$ cat src/rtl/core/hsv2rgb_pkg.sv
// ----------------------------------------------------------------------------
// HSV to RGB converter package
// Shared constants for hue sector decode, ramp division and brightness scaling.
// ----------------------------------------------------------------------------
`default_nettype none

package hsv2rgb_pkg;

    localparam int HUE_W    = 9;
    localparam int CHAN_W   = 8;
    localparam int FRAC_W   = 6;
    localparam int SECTOR_W = 3;
    localparam int RAMP_W   = 14;
    localparam int SCALE_W  = 16;

    localparam logic [HUE_W-1:0]  HUE_SECTOR = 9'd60;
    localparam logic [HUE_W-1:0]  HUE_LIMIT  = 9'd360;
    localparam logic [CHAN_W-1:0] FULL_SCALE = 8'd255;

    // floor(x / 60) == ((x >> 2) * DIV15_RECIP) >> DIV15_SHIFT for x < 2**14
    localparam logic [12:0] DIV15_RECIP = 13'd4370;
    localparam int          DIV15_SHIFT = 16;

    localparam logic [SECTOR_W-1:0] SECTOR_RED_GREEN    = 3'd0;
    localparam logic [SECTOR_W-1:0] SECTOR_GREEN_RED    = 3'd1;
    localparam logic [SECTOR_W-1:0] SECTOR_GREEN_BLUE   = 3'd2;
    localparam logic [SECTOR_W-1:0] SECTOR_BLUE_GREEN   = 3'd3;
    localparam logic [SECTOR_W-1:0] SECTOR_BLUE_RED     = 3'd4;
    localparam logic [SECTOR_W-1:0] SECTOR_RED_BLUE     = 3'd5;

endpackage

`default_nettype wire

$ cat src/rtl/core/hsv2rgb_scale.sv
// ----------------------------------------------------------------------------
// HSV to RGB channel scaler
// Divides a 16-bit brightness product by 255 with truncation.
// ----------------------------------------------------------------------------
`default_nettype none

module hsv2rgb_scale (
    input  wire logic [hsv2rgb_pkg::SCALE_W-1:0] product,
    output logic      [hsv2rgb_pkg::CHAN_W-1:0]  quotient
);

    logic [hsv2rgb_pkg::CHAN_W-1:0]  q_est;
    logic [hsv2rgb_pkg::SCALE_W-1:0] q_times_full;
    logic [hsv2rgb_pkg::SCALE_W-1:0] remainder;
    logic                            carry;

    // product / 256 undershoots product / 255 by at most one
    assign q_est        = product[hsv2rgb_pkg::SCALE_W-1:hsv2rgb_pkg::CHAN_W];
    assign q_times_full = {q_est, {hsv2rgb_pkg::CHAN_W{1'b0}}}
                        - {{hsv2rgb_pkg::CHAN_W{1'b0}}, q_est};
    assign remainder    = product - q_times_full;
    assign carry        = remainder >= {{hsv2rgb_pkg::CHAN_W{1'b0}}, hsv2rgb_pkg::FULL_SCALE};
    assign quotient     = q_est + {{(hsv2rgb_pkg::CHAN_W-1){1'b0}}, carry};

endmodule

`default_nettype wire

$ cat src/rtl/core/hsv_to_rgb_converter_core.sv
// ----------------------------------------------------------------------------
// HSV to RGB converter core: five register stages, an accepted item passes
// through stage registers s1 to s4 and the output register to m_valid.
// Throughput one item per cycle if m_ready; the 8x8 multipliers set the depth.
// Synchronous active-low reset empties the pipeline and sets brightness 255.
// ----------------------------------------------------------------------------
`default_nettype none

module hsv_to_rgb_converter_core (
    input  wire logic                              aclk,
    input  wire logic                              aresetn,

    input  wire logic                              cfg_valid,
    output logic                                   cfg_ready,
    input  wire logic [hsv2rgb_pkg::CHAN_W-1:0]    cfg_data,

    input  wire logic                              s_valid,
    output logic                                   s_ready,
    input  wire logic [hsv2rgb_pkg::HUE_W-1:0]     s_hue,
    input  wire logic [hsv2rgb_pkg::CHAN_W-1:0]    s_sat,
    input  wire logic [hsv2rgb_pkg::CHAN_W-1:0]    s_val,

    output logic                                   m_valid,
    input  wire logic                              m_ready,
    output logic      [hsv2rgb_pkg::CHAN_W-1:0]    m_red,
    output logic      [hsv2rgb_pkg::CHAN_W-1:0]    m_green,
    output logic      [hsv2rgb_pkg::CHAN_W-1:0]    m_blue,
    output logic                                   m_hue_invalid
);

    localparam int CW = hsv2rgb_pkg::CHAN_W;
    localparam int SW = hsv2rgb_pkg::SECTOR_W;
    localparam int FW = hsv2rgb_pkg::FRAC_W;
    localparam int RW = hsv2rgb_pkg::RAMP_W;
    localparam int PW = hsv2rgb_pkg::SCALE_W;
    localparam int HW = hsv2rgb_pkg::HUE_W;

    logic [CW-1:0] max_brightness_reg;

    logic s1_valid_reg, s2_valid_reg, s3_valid_reg, s4_valid_reg, out_valid_reg;
    logic en1, en2, en3, en4, en5;

    // stage 1: sector decode and bottom level
    logic [SW-1:0]   s1_sector_next;
    logic [HW-1:0]   s1_base;
    logic [HW-1:0]   s1_offset;
    logic [2*CW-1:0] s1_bottom_prod;
    logic [SW-1:0]   s1_sector_reg;
    logic [FW-1:0]   s1_frac_reg;
    logic [CW-1:0]   s1_top_reg;
    logic [CW-1:0]   s1_bottom_reg;
    logic            s1_invalid_reg;

    // stage 2: ramp products
    logic [CW-1:0] s2_span;
    logic [FW-1:0] s2_rest;
    logic [RW-1:0] s2_rise_prod_next;
    logic [RW-1:0] s2_fall_prod_next;
    logic [RW-1:0] s2_rise_prod_reg;
    logic [RW-1:0] s2_fall_prod_reg;
    logic [SW-1:0] s2_sector_reg;
    logic [CW-1:0] s2_top_reg;
    logic [CW-1:0] s2_bottom_reg;
    logic          s2_invalid_reg;

    // stage 3: divide by 60
    logic [24:0]   s3_rise_recip;
    logic [24:0]   s3_fall_recip;
    logic [CW-1:0] s3_rising_next;
    logic [CW-1:0] s3_falling_next;
    logic [CW-1:0] s3_rising_reg;
    logic [CW-1:0] s3_falling_reg;
    logic [SW-1:0] s3_sector_reg;
    logic [CW-1:0] s3_top_reg;
    logic [CW-1:0] s3_bottom_reg;
    logic          s3_invalid_reg;

    // stage 4: route and brightness product
    logic [CW-1:0] s4_r, s4_g, s4_b;
    logic [PW-1:0] s4_red_prod_reg;
    logic [PW-1:0] s4_green_prod_reg;
    logic [PW-1:0] s4_blue_prod_reg;
    logic          s4_invalid_reg;

    // stage 5: divide by 255 into the output register
    logic [CW-1:0] red_next, green_next, blue_next;
    logic [CW-1:0] red_reg, green_reg, blue_reg;
    logic          invalid_reg;

    assign cfg_ready = 1'b1;

    assign en5     = !out_valid_reg || m_ready;
    assign en4     = !s4_valid_reg  || en5;
    assign en3     = !s3_valid_reg  || en4;
    assign en2     = !s2_valid_reg  || en3;
    assign en1     = !s1_valid_reg  || en2;
    assign s_ready = en1;

    always_ff @(posedge aclk) begin
        if (!aresetn) begin
            max_brightness_reg <= hsv2rgb_pkg::FULL_SCALE;
            s1_valid_reg       <= 1'b0;
            s2_valid_reg       <= 1'b0;
            s3_valid_reg       <= 1'b0;
            s4_valid_reg       <= 1'b0;
            out_valid_reg      <= 1'b0;
        end else begin
            if (cfg_valid) begin
                max_brightness_reg <= cfg_data;
            end
            if (en1) s1_valid_reg  <= s_valid;
            if (en2) s2_valid_reg  <= s1_valid_reg;
            if (en3) s3_valid_reg  <= s2_valid_reg;
            if (en4) s4_valid_reg  <= s3_valid_reg;
            if (en5) out_valid_reg <= s4_valid_reg;
        end
    end

    always_comb begin
        priority if (s_hue >= HW'(5 * hsv2rgb_pkg::HUE_SECTOR)) begin
            s1_sector_next = hsv2rgb_pkg::SECTOR_RED_BLUE;
            s1_base        = HW'(5 * hsv2rgb_pkg::HUE_SECTOR);
        end else if (s_hue >= HW'(4 * hsv2rgb_pkg::HUE_SECTOR)) begin
            s1_sector_next = hsv2rgb_pkg::SECTOR_BLUE_RED;
            s1_base        = HW'(4 * hsv2rgb_pkg::HUE_SECTOR);
        end else if (s_hue >= HW'(3 * hsv2rgb_pkg::HUE_SECTOR)) begin
            s1_sector_next = hsv2rgb_pkg::SECTOR_BLUE_GREEN;
            s1_base        = HW'(3 * hsv2rgb_pkg::HUE_SECTOR);
        end else if (s_hue >= HW'(2 * hsv2rgb_pkg::HUE_SECTOR)) begin
            s1_sector_next = hsv2rgb_pkg::SECTOR_GREEN_BLUE;
            s1_base        = HW'(2 * hsv2rgb_pkg::HUE_SECTOR);
        end else if (s_hue >= hsv2rgb_pkg::HUE_SECTOR) begin
            s1_sector_next = hsv2rgb_pkg::SECTOR_GREEN_RED;
            s1_base        = hsv2rgb_pkg::HUE_SECTOR;
        end else begin
            s1_sector_next = hsv2rgb_pkg::SECTOR_RED_GREEN;
            s1_base        = '0;
        end
    end

    assign s1_offset      = s_hue - s1_base;
    assign s1_bottom_prod = (hsv2rgb_pkg::FULL_SCALE - s_sat) * s_val;

    always_ff @(posedge aclk) begin
        if (en1) begin
            s1_sector_reg  <= s1_sector_next;
            s1_frac_reg    <= s1_offset[FW-1:0];
            s1_top_reg     <= s_val;
            s1_bottom_reg  <= s1_bottom_prod[2*CW-1:CW];
            s1_invalid_reg <= s_hue >= hsv2rgb_pkg::HUE_LIMIT;
        end
    end

    assign s2_span           = s1_top_reg - s1_bottom_reg;
    assign s2_rest           = FW'(hsv2rgb_pkg::HUE_SECTOR) - s1_frac_reg;
    assign s2_rise_prod_next = RW'(s2_span * s1_frac_reg);
    assign s2_fall_prod_next = RW'(s2_span * s2_rest);

    always_ff @(posedge aclk) begin
        if (en2) begin
            s2_rise_prod_reg <= s2_rise_prod_next;
            s2_fall_prod_reg <= s2_fall_prod_next;
            s2_sector_reg    <= s1_sector_reg;
            s2_top_reg       <= s1_top_reg;
            s2_bottom_reg    <= s1_bottom_reg;
            s2_invalid_reg   <= s1_invalid_reg;
        end
    end

    assign s3_rise_recip   = s2_rise_prod_reg[RW-1:2] * hsv2rgb_pkg::DIV15_RECIP;
    assign s3_fall_recip   = s2_fall_prod_reg[RW-1:2] * hsv2rgb_pkg::DIV15_RECIP;
    assign s3_rising_next  = s3_rise_recip[hsv2rgb_pkg::DIV15_SHIFT +: CW] + s2_bottom_reg;
    assign s3_falling_next = s3_fall_recip[hsv2rgb_pkg::DIV15_SHIFT +: CW] + s2_bottom_reg;

    always_ff @(posedge aclk) begin
        if (en3) begin
            s3_rising_reg  <= s3_rising_next;
            s3_falling_reg <= s3_falling_next;
            s3_sector_reg  <= s2_sector_reg;
            s3_top_reg     <= s2_top_reg;
            s3_bottom_reg  <= s2_bottom_reg;
            s3_invalid_reg <= s2_invalid_reg;
        end
    end

    always_comb begin
        unique case (s3_sector_reg)
            hsv2rgb_pkg::SECTOR_RED_GREEN: begin
                s4_r = s3_top_reg;     s4_g = s3_rising_reg;  s4_b = s3_bottom_reg;
            end
            hsv2rgb_pkg::SECTOR_GREEN_RED: begin
                s4_r = s3_falling_reg; s4_g = s3_top_reg;     s4_b = s3_bottom_reg;
            end
            hsv2rgb_pkg::SECTOR_GREEN_BLUE: begin
                s4_r = s3_bottom_reg;  s4_g = s3_top_reg;     s4_b = s3_rising_reg;
            end
            hsv2rgb_pkg::SECTOR_BLUE_GREEN: begin
                s4_r = s3_bottom_reg;  s4_g = s3_falling_reg; s4_b = s3_top_reg;
            end
            hsv2rgb_pkg::SECTOR_BLUE_RED: begin
                s4_r = s3_rising_reg;  s4_g = s3_bottom_reg;  s4_b = s3_top_reg;
            end
            default: begin
                s4_r = s3_top_reg;     s4_g = s3_bottom_reg;  s4_b = s3_falling_reg;
            end
        endcase
        if (s3_invalid_reg) begin
            s4_r = '0;
            s4_g = '0;
            s4_b = '0;
        end
    end

    always_ff @(posedge aclk) begin
        if (en4) begin
            s4_red_prod_reg   <= s4_r * max_brightness_reg;
            s4_green_prod_reg <= s4_g * max_brightness_reg;
            s4_blue_prod_reg  <= s4_b * max_brightness_reg;
            s4_invalid_reg    <= s3_invalid_reg;
        end
    end

    hsv2rgb_scale u_scale_red (
        .product  (s4_red_prod_reg),
        .quotient (red_next)
    );

    hsv2rgb_scale u_scale_green (
        .product  (s4_green_prod_reg),
        .quotient (green_next)
    );

    hsv2rgb_scale u_scale_blue (
        .product  (s4_blue_prod_reg),
        .quotient (blue_next)
    );

    always_ff @(posedge aclk) begin
        if (en5) begin
            red_reg     <= red_next;
            green_reg   <= green_next;
            blue_reg    <= blue_next;
            invalid_reg <= s4_invalid_reg;
        end
    end

    assign m_valid       = out_valid_reg;
    assign m_red         = red_reg;
    assign m_green       = green_reg;
    assign m_blue        = blue_reg;
    assign m_hue_invalid = invalid_reg;

endmodule

`default_nettype wire

$ cat config.mk
export PLATFORM = sky130hd
export DESIGN_NAME = hsv_to_rgb_converter_core
export DESIGN_NICKNAME = d
export VERILOG_FILES = /design/src/rtl/core/hsv2rgb_pkg.sv /design/src/rtl/core/hsv2rgb_scale.sv /design/src/rtl/core/hsv_to_rgb_converter_core.sv
export SDC_FILE = /design/constraint.sdc
export NUM_CORES = 1
export LEC_CHECK = 0
export ABC_AREA = 1
export BUFFER_PORTS_ARGS = -buffer_cell sky130_fd_sc_hd__clkbuf_2
export CAP_MARGIN = 20
export CELL_PAD_IN_SITES_DETAIL_PLACEMENT = 0
export CELL_PAD_IN_SITES_GLOBAL_PLACEMENT = 1
export CORE_ASPECT_RATIO = 0.7
export CORE_MARGIN = 2
export CORE_UTILIZATION = 50
export DETAILED_ROUTE_END_ITERATION = 7
export PLACE_DENSITY = 0.93
export SYNTH_ARGS = -nofsm -noshare
export SYNTH_HDL_FRONTEND = slang
export SYNTH_SLANG_ARGS = --single-unit
$ cat constraint.sdc
create_clock -name aclk -period 5.55 [get_ports aclk]
set_input_delay 0.555 -clock aclk [delete_from_list [all_inputs] [get_ports aclk]]
set_output_delay 0.555 -clock aclk [all_outputs]
set_load 0.02 [all_outputs]
==> results of run 1 <==
[routing by layer]
metal | vias to the layer above | routed length [um] | share of wire | GRT usage
met2 | 553 | 23820 | 0.43 | 0.3584
li1 | 9188 | - | - | -
met3 | 69 | 3336 | 0.060 | 0.03844
met5 | - | 0 | 0 | 0
met1 | 8860 | 27590 | 0.50 | 0.3498
met4 | 0 | 899 | 0.016 | 0.05280
[worst min-delay path by stage]
stage                               endpoint
detailed placement  s3_invalid_reg$_DFFE_PP_
floorplan            m_hue_invalid$_DFFE_PP_
CTS                 s1_frac_reg[0]$_DFFE_PP_
global route        s1_frac_reg[0]$_DFFE_PP_
finish              s1_frac_reg[0]$_DFFE_PP_
global placement     s3_top_reg[1]$_DFFE_PP_
[cell type report]
class                      count  area, um^2
sequential                   193        5665
multi-input combinational   2002       15870
inverter                     603        2267
clock inverter                15       167.7
fill                        4289       21840
clock buffer                  17       425.4
tap                          621       777.0
timing repair buffer          89       520.5
[worst register-to-register path: cells and delay by family (launching register included)]
kind / cells / cell delay (ns)
fa+ha+maj: 5 / 2.41
simple gates: 5 / 0.79
compound gates: 5 / 0.76
flops: 1 / 0.49
buf+inv: 4 / 0.37
xor+xnor: 1 / 0.16
[per-stage QoR]
stage           TNS [ns]  utilization  hold WS [ns]
2_1_floorplan          0            -        0.4003
3_3_place_gp           0       0.5269        0.4048
3_5_place_dp           0       0.5269        0.4143
4_1_cts                0       0.5393        0.2320
5_1_grt        -0.002653       0.5406        0.2431
6_report               0       0.5406        0.2570
[cell usage in the layout (no fill, tap or decap), drive strengths merged, types with 2 or more instances in the layout]
master	synthesis	routed
a31o	2	2
o31ai	2	2
nor2	347	347
a211oi	5	5
xnor2	20	20
inv	598	604
o2111ai	10	10
fa	212	212
ha	380	380
o22ai	3	3
nand3b	2	2
nand4	33	33
buf	7	25
clkinv	5	13
o21bai	10	10
nor4	2	2
nor3	23	23
o21a	5	5
xor2	88	88
a21o	11	11
dfxtp	13	13
o211ai	9	9
or2	9	9
edfxtp	180	180
a31oi	5	5
nand2	491	491
nand3	122	122
a21oi	146	146
clkbuf	23	81
o21ai	58	58
[Yosys cell counts (all sizes together), types with 5 or more instances]
cell type	count	area, um^2
fa	212	4244
nand3	122	690.7
xnor2	20	175.2
or2	9	58.81
a21o	11	82.58
a21oi	146	734.5
nand4	33	206.5
o21a	5	37.54
o21bai	10	75.07
nand2	491	1891
clkinv	5	20.01
clkbuf	23	86.33
inv	598	2247
buf	7	42.54
o2111ai	10	87.58
dfxtp	13	260.3
o21ai	58	297.8
o211ai	9	97.59
ha	380	4755
a211oi	5	37.54
xor2	88	770.7
nor2	347	1333
nor3	23	115.1
edfxtp	180	5405
a31oi	5	31.28
[cells by family after synthesis]
logic type,count (synthesis),share of synthesized area
other,1,0.0001568
and+or+nand+nor,1032,0.1816
xor gates and xnor gates,108,0.03955
buffers and inverters,633,0.1002
DFF,193,0.2369
adders and majority gates,592,0.3762
AOI/OAI and AO/OA,269,0.06544
[what timing repair did]
action                     CTS  global route
gates resized for setup      0             6
setup endpoints to repair    0             8
buffers inserted             0             6
==> results.sh, run 1 <==
export IMPL_num_vias=18670
export IMPL_min_from="s_hue[0]"
export IMPL_maxCapViolations=0
export IMPL_maxSlewViolCount=0
export IMPL_ant_nets=0
export IMPL_syn_avg_cell_area_um2=8.458
export IMPL_crit_path_max_fanout=7
export IMPL_postCtsHoldBufs=0
export IMPL_initial_utilization=0.5032
export IMPL_regToRegStartpoint="s3_sector_reg[1]$_DFFE_PP_"
export IMPL_fin_nets=3536
export IMPL_num_rows=67
export IMPL_slew_headroom=0.4353
export IMPL_ys_seq_area_frac=0.2369
export IMPL_path_cells="nor2_4 > buf_4 > nand2_1 > inv_1 > nand2_1 > o2111ai_1 > nand2_1 > nor2_1 > fa_1 > fa_1 > fa_1 > inv_1 > fa_1 > inv_1 > ha_1 > a21oi_1 > o21ai_0 > a21oi_1 > o21ai_0 > xor2_1"
export IMPL_drt_total_wl_um=55650
export IMPL_cts_buffers=17
export IMPL_syn_area_um2=23920
export IMPL_ys_ff_latch=193
export IMPL_cp_slowest_cell="fa_1"
export IMPL_critPathCaptureType="flip-flop"
export IMPL_n_antenna_cell=0
export IMPL_pin_count=66
export IMPL_cts_tree="yes"
export IMPL_fin_area_um2=25700
export IMPL_drive_above_1_share=0.06166
export IMPL_reg2reg_to="s4_green_prod_reg[13]$_DFFE_PP_"
export IMPL_min_period_ns=5.248
export IMPL_clk_latency_ns=0.47
export IMPL_coreArea_um2=47530
export IMPL_finalWorstSetupSlack_ns=0.3023
export IMPL_synth_warnings=0
export IMPL_status="completed"
export IMPL_hpwl_um=46540
export IMPL_cts_sinks=193
export IMPL_wire_per_inst_um=15.72
export IMPL_max_freq_mhz=190.6
export IMPL_grt_remaining_overflow=0
export IMPL_crit_path_frequent_cell="fa_1"
export IMPL_synth_edff_count=180
export IMPL_dieArea_um2=49630
export IMPL_synth_cells=2828
export IMPL_drcViolationCount=0
export IMPL_crit_path_end="s4_green_prod_reg[13]$_DFFE_PP_"
export IMPL_crit_family="adder cells"
export IMPL_drtPass1Iterations=5
export IMPL_pre_cts_ws_ns=0.2003
export IMPL_grtUsageTotal=0.2348
export IMPL_grt_antenna_before_repair=0
export IMPL_finalHoldViolCount=0
export IMPL_crit_cells=20
export IMPL_startpoint="s3_sector_reg[1]$_DFFE_PP_"
export IMPL_cp_required_ns=5.76
export IMPL_numPlacedInstances=3502
export IMPL_arrival_ns=5.46
export IMPL_r2r_slack_ns=0.30
export IMPL_dpl_cell_area_um2=25040
export IMPL_synth_cell_types=53
export IMPL_cts_path_max_buffers=2
export IMPL_htreeDepth=4
export IMPL_io_buffers=64
export IMPL_setup_viol=0
export IMPL_place_congestion=0.9194
export IMPL_drt_iter0_drc=1444
export IMPL_die_y_um=187.0
export IMPL_whs_path_depth=1
export IMPL_min_path_type="in2reg"
export IMPL_max_stage_delay_ns=0.54
export IMPL_grt_max_degree=45
export IMPL_path_buf_inv=4
export IMPL_post_drt_via_cell_ratio=5.274
export IMPL_reg2reg_depth=20
export IMPL_worstMarginPinSlew_ns=0.8461
export IMPL_die_w_um=265.4
export IMPL_grt_pass1_wl_um=94120
export IMPL_crit_type="reg2reg"
export IMPL_synthesis_nets=3458
export IMPL_finalClockSkew_ns=0.01720
export IMPL_stdcell_count=3540
export IMPL_synth_ff_type="edfxtp_1"
export IMPL_async_reset_ff_frac=0
export IMPL_path_clk_slew_ns=0.09
export IMPL_min_period_over_period=0.9455
export IMPL_grt_pass1_vias=18910
export IMPL_critPathLaunchType="flip-flop"
export IMPL_areaGrowthSynthToFinish_pct=7.428
export IMPL_cts_root_buf="clkbuf_16"
Power of run 1 is not shown: default switching activity piles up to over one toggle a cycle in this logic, so the estimate is an artifact.
==> run 2, diff against run 1 <==
--- a/config.mk
+++ b/config.mk
@@ -12,9 +12,9 @@
 export CELL_PAD_IN_SITES_GLOBAL_PLACEMENT = 1
 export CORE_ASPECT_RATIO = 0.7
 export CORE_MARGIN = 2
-export CORE_UTILIZATION = 50
+export CORE_UTILIZATION = 25
 export DETAILED_ROUTE_END_ITERATION = 7
-export PLACE_DENSITY = 0.93
+export PLACE_DENSITY = 0.57
 export SYNTH_ARGS = -nofsm -noshare
 export SYNTH_HDL_FRONTEND = slang
 export SYNTH_SLANG_ARGS = --single-unit
==> constraint.sdc (replaced) <==
create_clock -name aclk -period 5.55 [get_ports aclk]
set_input_delay 0.555 -clock aclk [delete_from_list [all_inputs] [get_ports aclk]]
set_output_delay 0.555 -clock aclk [all_outputs]
set_load 0.05 [all_outputs]
==> results.sh, run 2 (synthesis results as in run 1) <==
export IMPL_status="completed"
export IMPL_maxSlewViolCount=0
export IMPL_regToRegStartpoint="s3_sector_reg[2]$_DFFE_PP_"
export IMPL_min_period_ns=5.253
export IMPL_areaGrowthSynthToFinish_pct=11.13
export IMPL_dpl_cell_area_um2=25900
export IMPL_io_buffers=64
export IMPL_min_to="s1_frac_reg[0]$_DFFE_PP_"
export IMPL_die_y_um=262.8
export IMPL_grt_antenna_before_repair=0
export IMPL_finalClockSkew_ns=0.01911
export IMPL_grt_max_degree=50
export IMPL_min_from="s_hue[0]"
export IMPL_mostFrequentLayoutCell="inv_1"
export IMPL_r2r_slack_ns=0.30
export IMPL_maxCapViolations=0
export IMPL_dieArea_um2=98210
export IMPL_die_w_um=373.7
export IMPL_n_antenna_cell=0
export IMPL_max_freq_mhz=190.4
export IMPL_drcViolationCount=0
export IMPL_drt_total_wl_um=60390
export IMPL_num_vias=17920
export IMPL_fin_area_um2=26580
export IMPL_mostFrequentLayoutCells="587 x inv_1, 484 x nand2_1, 380 x ha_1, 341 x nor2_1, 212 x fa_1"
export IMPL_postCtsHoldBufs=0
export IMPL_num_rows=94
export IMPL_grt_pass1_vias=17740
export IMPL_cts_path_max_buffers=2
export IMPL_cp_slowest_cell="fa_1"
export IMPL_cts_sinks=193
export IMPL_hpwl_um=51090
export IMPL_grtUsageTotal=0.1281
export IMPL_cts_root_buf="clkbuf_16"
export IMPL_path_clk_slew_ns=0.08
export IMPL_whs_path_depth=1
export IMPL_htreeDepth=4
export IMPL_holdWs_ns=0.2221
export IMPL_setup_viol=0
export IMPL_ant_nets=0
export IMPL_cts_tree="yes"
export IMPL_arrival_ns=5.51
export IMPL_worstMarginPinSlew_ns=0.9062
export IMPL_initial_utilization=0.2533
export IMPL_wire_per_inst_um=14.44
export IMPL_rsz0062_at_grt="no"
export IMPL_place_congestion=0.8888
export IMPL_drtPass1Iterations=5
export IMPL_max_stage_delay_ns=0.57
export IMPL_cp_required_ns=5.81
export IMPL_coreArea_um2=94440
export IMPL_cts_buffers=17
export IMPL_path_cells="buf_4 > nor2_4 > nand2_4 > nand3_4 > inv_1 > a21oi_1 > nand3_1 > o211ai_4 > nor2_1 > fa_1 > fa_1 > fa_1 > inv_1 > fa_1 > inv_1 > ha_1 > a21oi_1 > o21ai_0 > a21oi_1 > o21ai_0 > xor2_1"
export IMPL_crit_path_frequent_cell="fa_1"
export IMPL_grt_remaining_overflow=0
export IMPL_reg2reg_depth=21
export IMPL_fin_tns_setup_ns=0
export IMPL_crit_type="reg2reg"
export IMPL_finalHoldViolCount=0
export IMPL_clk_latency_ns=0.51
export IMPL_grt_pass1_wl_um=99420
export IMPL_critPathLaunchType="flip-flop"
export IMPL_slew_headroom=0.3952
export IMPL_fin_nets=3551
export IMPL_drt_iter0_drc=1106
export IMPL_pin_count=66
export IMPL_critPathCaptureType="flip-flop"
export IMPL_min_period_over_period=0.9465
export IMPL_drive_above_1_share=0.06546
export IMPL_crit_path_max_fanout=8
export IMPL_post_drt_via_cell_ratio=4.287
export IMPL_min_path_type="in2reg"
export IMPL_reg2reg_to="s4_red_prod_reg[13]$_DFFE_PP_"
[run 2: changes by cell type in the layout (fill, tap and decap cells not counted), moves of 2 or more]
cell        previous run  this run
clkinv_8               4         2
nor2_1               343       341
nand2_1              482       484
nor2_2                 0         2
clkinvlp_4             1         3
buf_4                 24        39
nand2_2                3         1
[run 2: critical path: cells and delay by family (launching register included)]
family,cells,cell delay [ns]
adder cells (fa/ha/maj),5,2.42
AO/OA/AOI/OAI,6,0.91
XOR/XNOR,1,0.16
flip-flops,1,0.51
AND/OR/NAND/NOR,5,0.64
buffers and inverters,4,0.37
[run 2: worst max-delay path by stage]
stage	from	to	slack, ns	cells after the start
after floorplan	s3_sector_reg[1]$_DFFE_PP_	s4_red_prod_reg[13]$_DFFE_PP_	0.74	22
after global placement	s3_sector_reg[2]$_DFFE_PP_	s4_blue_prod_reg[13]$_DFFE_PP_	0.31	21
after detailed placement	s3_sector_reg[2]$_DFFE_PP_	s4_blue_prod_reg[13]$_DFFE_PP_	0.27	21
after CTS	s3_sector_reg[2]$_DFFE_PP_	s4_blue_prod_reg[13]$_DFFE_PP_	0.26	21
after global routing	s3_sector_reg[2]$_DFFE_PP_	s4_red_prod_reg[13]$_DFFE_PP_	0.00008	21
final	s3_sector_reg[2]$_DFFE_PP_	s4_red_prod_reg[13]$_DFFE_PP_	0.30	21
[run 2: metal layers]
layer,wire (um),global-route usage,up-vias
met1,34250,0.2067,8375
met4,612,0.02714,0
li1,-,-,9211
met5,0,0,-
met3,2397,0.02022,30
met2,23130,0.1738,306
[run 2: layout make-up]
cell class                 count  area, um^2
tap                         1248        1562
clock inverter                14       152.6
sequential                   193        5665
inverter                     603        2267
fill                       10230       67860
timing repair buffer         104       633.1
multi-input combinational   2002       15880
clock buffer                  17       425.4
[run 2: stage by stage]
stage               worst slack (ns)    util  instances
floorplan                     0.7357       -       2828
global placement              0.3127  0.2743       4139
detailed placement            0.2675  0.2743       4139
CTS                           0.2562  0.2804       4170
global route              0.00007905  0.2814       4181
finish                        0.2969  0.2814       4181
[run 2: what timing repair did]
item                                    4_1_cts  5_1_grt
setup buffers                                 0       11
endpoints found under the setup margin        0        5
resized for setup                             0        6
Power of run 2 is left out for the same reason.
==> run 3, diff against run 2 <==
--- a/config.mk
+++ b/config.mk
@@ -5,7 +5,6 @@
 export SDC_FILE = /design/constraint.sdc
 export NUM_CORES = 1
 export LEC_CHECK = 0
-export ABC_AREA = 1
 export BUFFER_PORTS_ARGS = -buffer_cell sky130_fd_sc_hd__clkbuf_2
 export CAP_MARGIN = 20
 export CELL_PAD_IN_SITES_DETAIL_PLACEMENT = 0
@@ -14,7 +13,7 @@
 export CORE_MARGIN = 2
 export CORE_UTILIZATION = 25
 export DETAILED_ROUTE_END_ITERATION = 7
-export PLACE_DENSITY = 0.57
+export PLACE_DENSITY = 0.56
 export SYNTH_ARGS = -nofsm -noshare
 export SYNTH_HDL_FRONTEND = slang
 export SYNTH_SLANG_ARGS = --single-unit
==> results.sh, run 3 <==
export IMPL_status="completed"
export IMPL_grt_pass1_vias=17110
export IMPL_crit_type="reg2reg"
export IMPL_cp_required_ns=5.79
export IMPL_cp_slowest_cell="fa_1"
export IMPL_ant_nets=0
export IMPL_synth_top_area_share=0.2305
export IMPL_grt_pass1_wl_um=91350
export IMPL_cts_buffers=17
export IMPL_htreeDepth=4
export IMPL_initial_utilization=0.2535
export IMPL_die_y_um=260.2
export IMPL_cts_path_max_buffers=2
export IMPL_drt_iter0_drc=777
export IMPL_holdWs_ns=0.2368
export IMPL_finalClockSkew_ns=0.01622
export IMPL_syn_avg_cell_area_um2=9.924
export IMPL_postCtsHoldBufs=0
export IMPL_max_freq_mhz=181.8
export IMPL_cts_sinks=193
export IMPL_ys_ff_latch=193
export IMPL_synth_top_area_cell="edfxtp_1"
export IMPL_synth_cells=2363
export IMPL_pin_count=66
export IMPL_place_congestion=0.8863
export IMPL_r2r_slack_ns=0.05
export IMPL_path_clk_slew_ns=0.08
export IMPL_critPathLaunchType="flip-flop"
export IMPL_synth_area_leaders="edfxtp_1 23%, ha_1 20%, fa_1 18%"
export IMPL_drt_total_wl_um=55750
export IMPL_post_drt_via_cell_ratio=4.365
export IMPL_ys_seq_area_frac=0.2416
export IMPL_rsz0062_at_grt="yes"
export IMPL_nFillCells=9613
export IMPL_syn_area_um2=23450
export IMPL_grt_max_degree=50
export IMPL_synth_warnings=0
export IMPL_yosysMostFrequentCell="inv_1"
export IMPL_cts_root_buf="clkbuf_16"
export IMPL_areaGrowthSynthToFinish_pct=18.30
export IMPL_setup_viol=0
export IMPL_mostFrequentLayoutCell="inv_1"
export IMPL_drcViolationCount=0
export IMPL_fin_nets=3192
export IMPL_min_period_over_period=0.9910
export IMPL_fin_area_um2=27740
export IMPL_grt_antenna_before_repair=0
export IMPL_grt_remaining_overflow=0
export IMPL_min_period_ns=5.500
export IMPL_finalHoldViolCount=0
export IMPL_hpwl_um=45250
export IMPL_die_w_um=370.1
export IMPL_slew_headroom=0.3125
export IMPL_maxCapViolations=0
export IMPL_wire_per_inst_um=14.63
export IMPL_async_reset_ff_frac=0
export IMPL_num_vias=16630
export IMPL_path_cells="buf_6 > buf_6 > mux2i_1 > nor2_1 > a211oi_2 > a311oi_2 > buf_4 > buf_12 > and2_4 > fa_2 > ha_1 > inv_1 > fa_1 > fa_1 > inv_1 > ha_4 > o21ai_4 > a21boi_4 > o41a_1 > a41o_1 > o41ai_2 > xnor2_1"
export IMPL_min_path_type="in2reg"
export IMPL_dieArea_um2=96300
export IMPL_cts_tree="yes"
export IMPL_synth_cell_types=77
export IMPL_mostFrequentLayoutCells="420 x inv_1, 372 x ha_1, 209 x fa_1, 186 x and2_1, 180 x edfxtp_1"
export IMPL_num_rows=93
export IMPL_critPathCaptureType="flip-flop"
export IMPL_io_buffers=64
export IMPL_clk_latency_ns=0.50
export IMPL_coreArea_um2=92510
export IMPL_dpl_cell_area_um2=26080
export IMPL_grtUsageTotal=0.1188
export IMPL_synthesis_nets=2993
export IMPL_drive_above_1_share=0.1476
export IMPL_n_antenna_cell=0
export IMPL_maxSlewViolCount=0
export IMPL_worstMarginPinSlew_ns=1.030
export IMPL_synth_top_cells_by_count="428 x inv_1, 380 x ha_1, 212 x fa_1"
export IMPL_crit_path_max_fanout=5
export IMPL_max_stage_delay_ns=0.54
export IMPL_synth_ff_type="edfxtp_1"
export IMPL_drtPass1Iterations=5
export IMPL_synth_edff_count=180
export IMPL_arrival_ns=5.74
-- run 3: what timing repair did --
action,in CTS,in global routing
pin swaps,1,68
cloned,0,4
gates resized for setup,16,125
buffers inserted,2,35
endpoints found under the setup margin,10,25
-- run 3: worst max-delay path, delay by kind of cell, from the launching register on --
kind                       cells  cell delay (ns)
adders and majority gates      5             1.95
AOI/OAI and AO/OA              7             1.51
xor gates and xnor gates       1             0.12
muxes                          1             0.12
DFF                            1             0.46
and+or+nand+nor                2             0.29
buffers and inverters          6             0.78
-- run 3: layout make-up --
type	instances	area, um^2	area share
Clock buffer	18	429.2	0.01547
Inverter	430	1619	0.05836
Sequential cell	193	5665	0.2042
Tap cell	1235	1545	0.05570
Timing Repair Buffer	228	1708	0.06157
Multi-Input combinational cell	1692	16590	0.5979
Clock inverter	14	186.4	0.006720
-- run 3: worst paths after layout --
path	from	to	cells after the start
worst max-delay path	s3_sector_reg[0]$_DFFE_PP_	s4_red_prod_reg[15]$_DFFE_PP_	22
worst min-delay path	s_hue[0]	s1_frac_reg[0]$_DFFE_PP_	1
worst max register to register	s3_sector_reg[0]$_DFFE_PP_	s4_red_prod_reg[15]$_DFFE_PP_	22
worst min register to register	s2_sector_reg[2]$_DFFE_PP_	s3_sector_reg[2]$_DFFE_PP_	0
-- run 3: cells by family after synthesis --
family,after synthesis,share of synthesized area
flops,193,0.2416
compound gates,309,0.09284
xor+xnor,127,0.04743
mux,23,0.009817
fa+ha+maj,592,0.3837
other cells,1,0.0001599
buf+inv,478,0.07726
simple gates,640,0.1472
-- run 3: metal layers --
layer / up-vias / GRT usage / wire [um]
met1: 8077 / 0.1805 / 29890
met2: 217 / 0.1736 / 23540
met3: 48 / 0.02018 / 1682
met4: 0 / 0.02620 / 631
met5: - / 0 / 0
li1: 8287 / - / -
-- run 3: through the flow --
step | TNS, ns | utilization | setup slack (ns) | instances
finish | 0 | 0.2999 | 0.04992 | 3810
floorplan | 0 | - | 0.0006013 | 2363
global route | -0.5069 | 0.2999 | -0.1630 | 3810
detailed placement | -1.115 | 0.2819 | -0.3117 | 3736
global placement | -1.083 | 0.2819 | -0.3573 | 3736
CTS | -0.005107 | 0.2898 | -0.004199 | 3770
Power of run 3 is left out for the same reason.
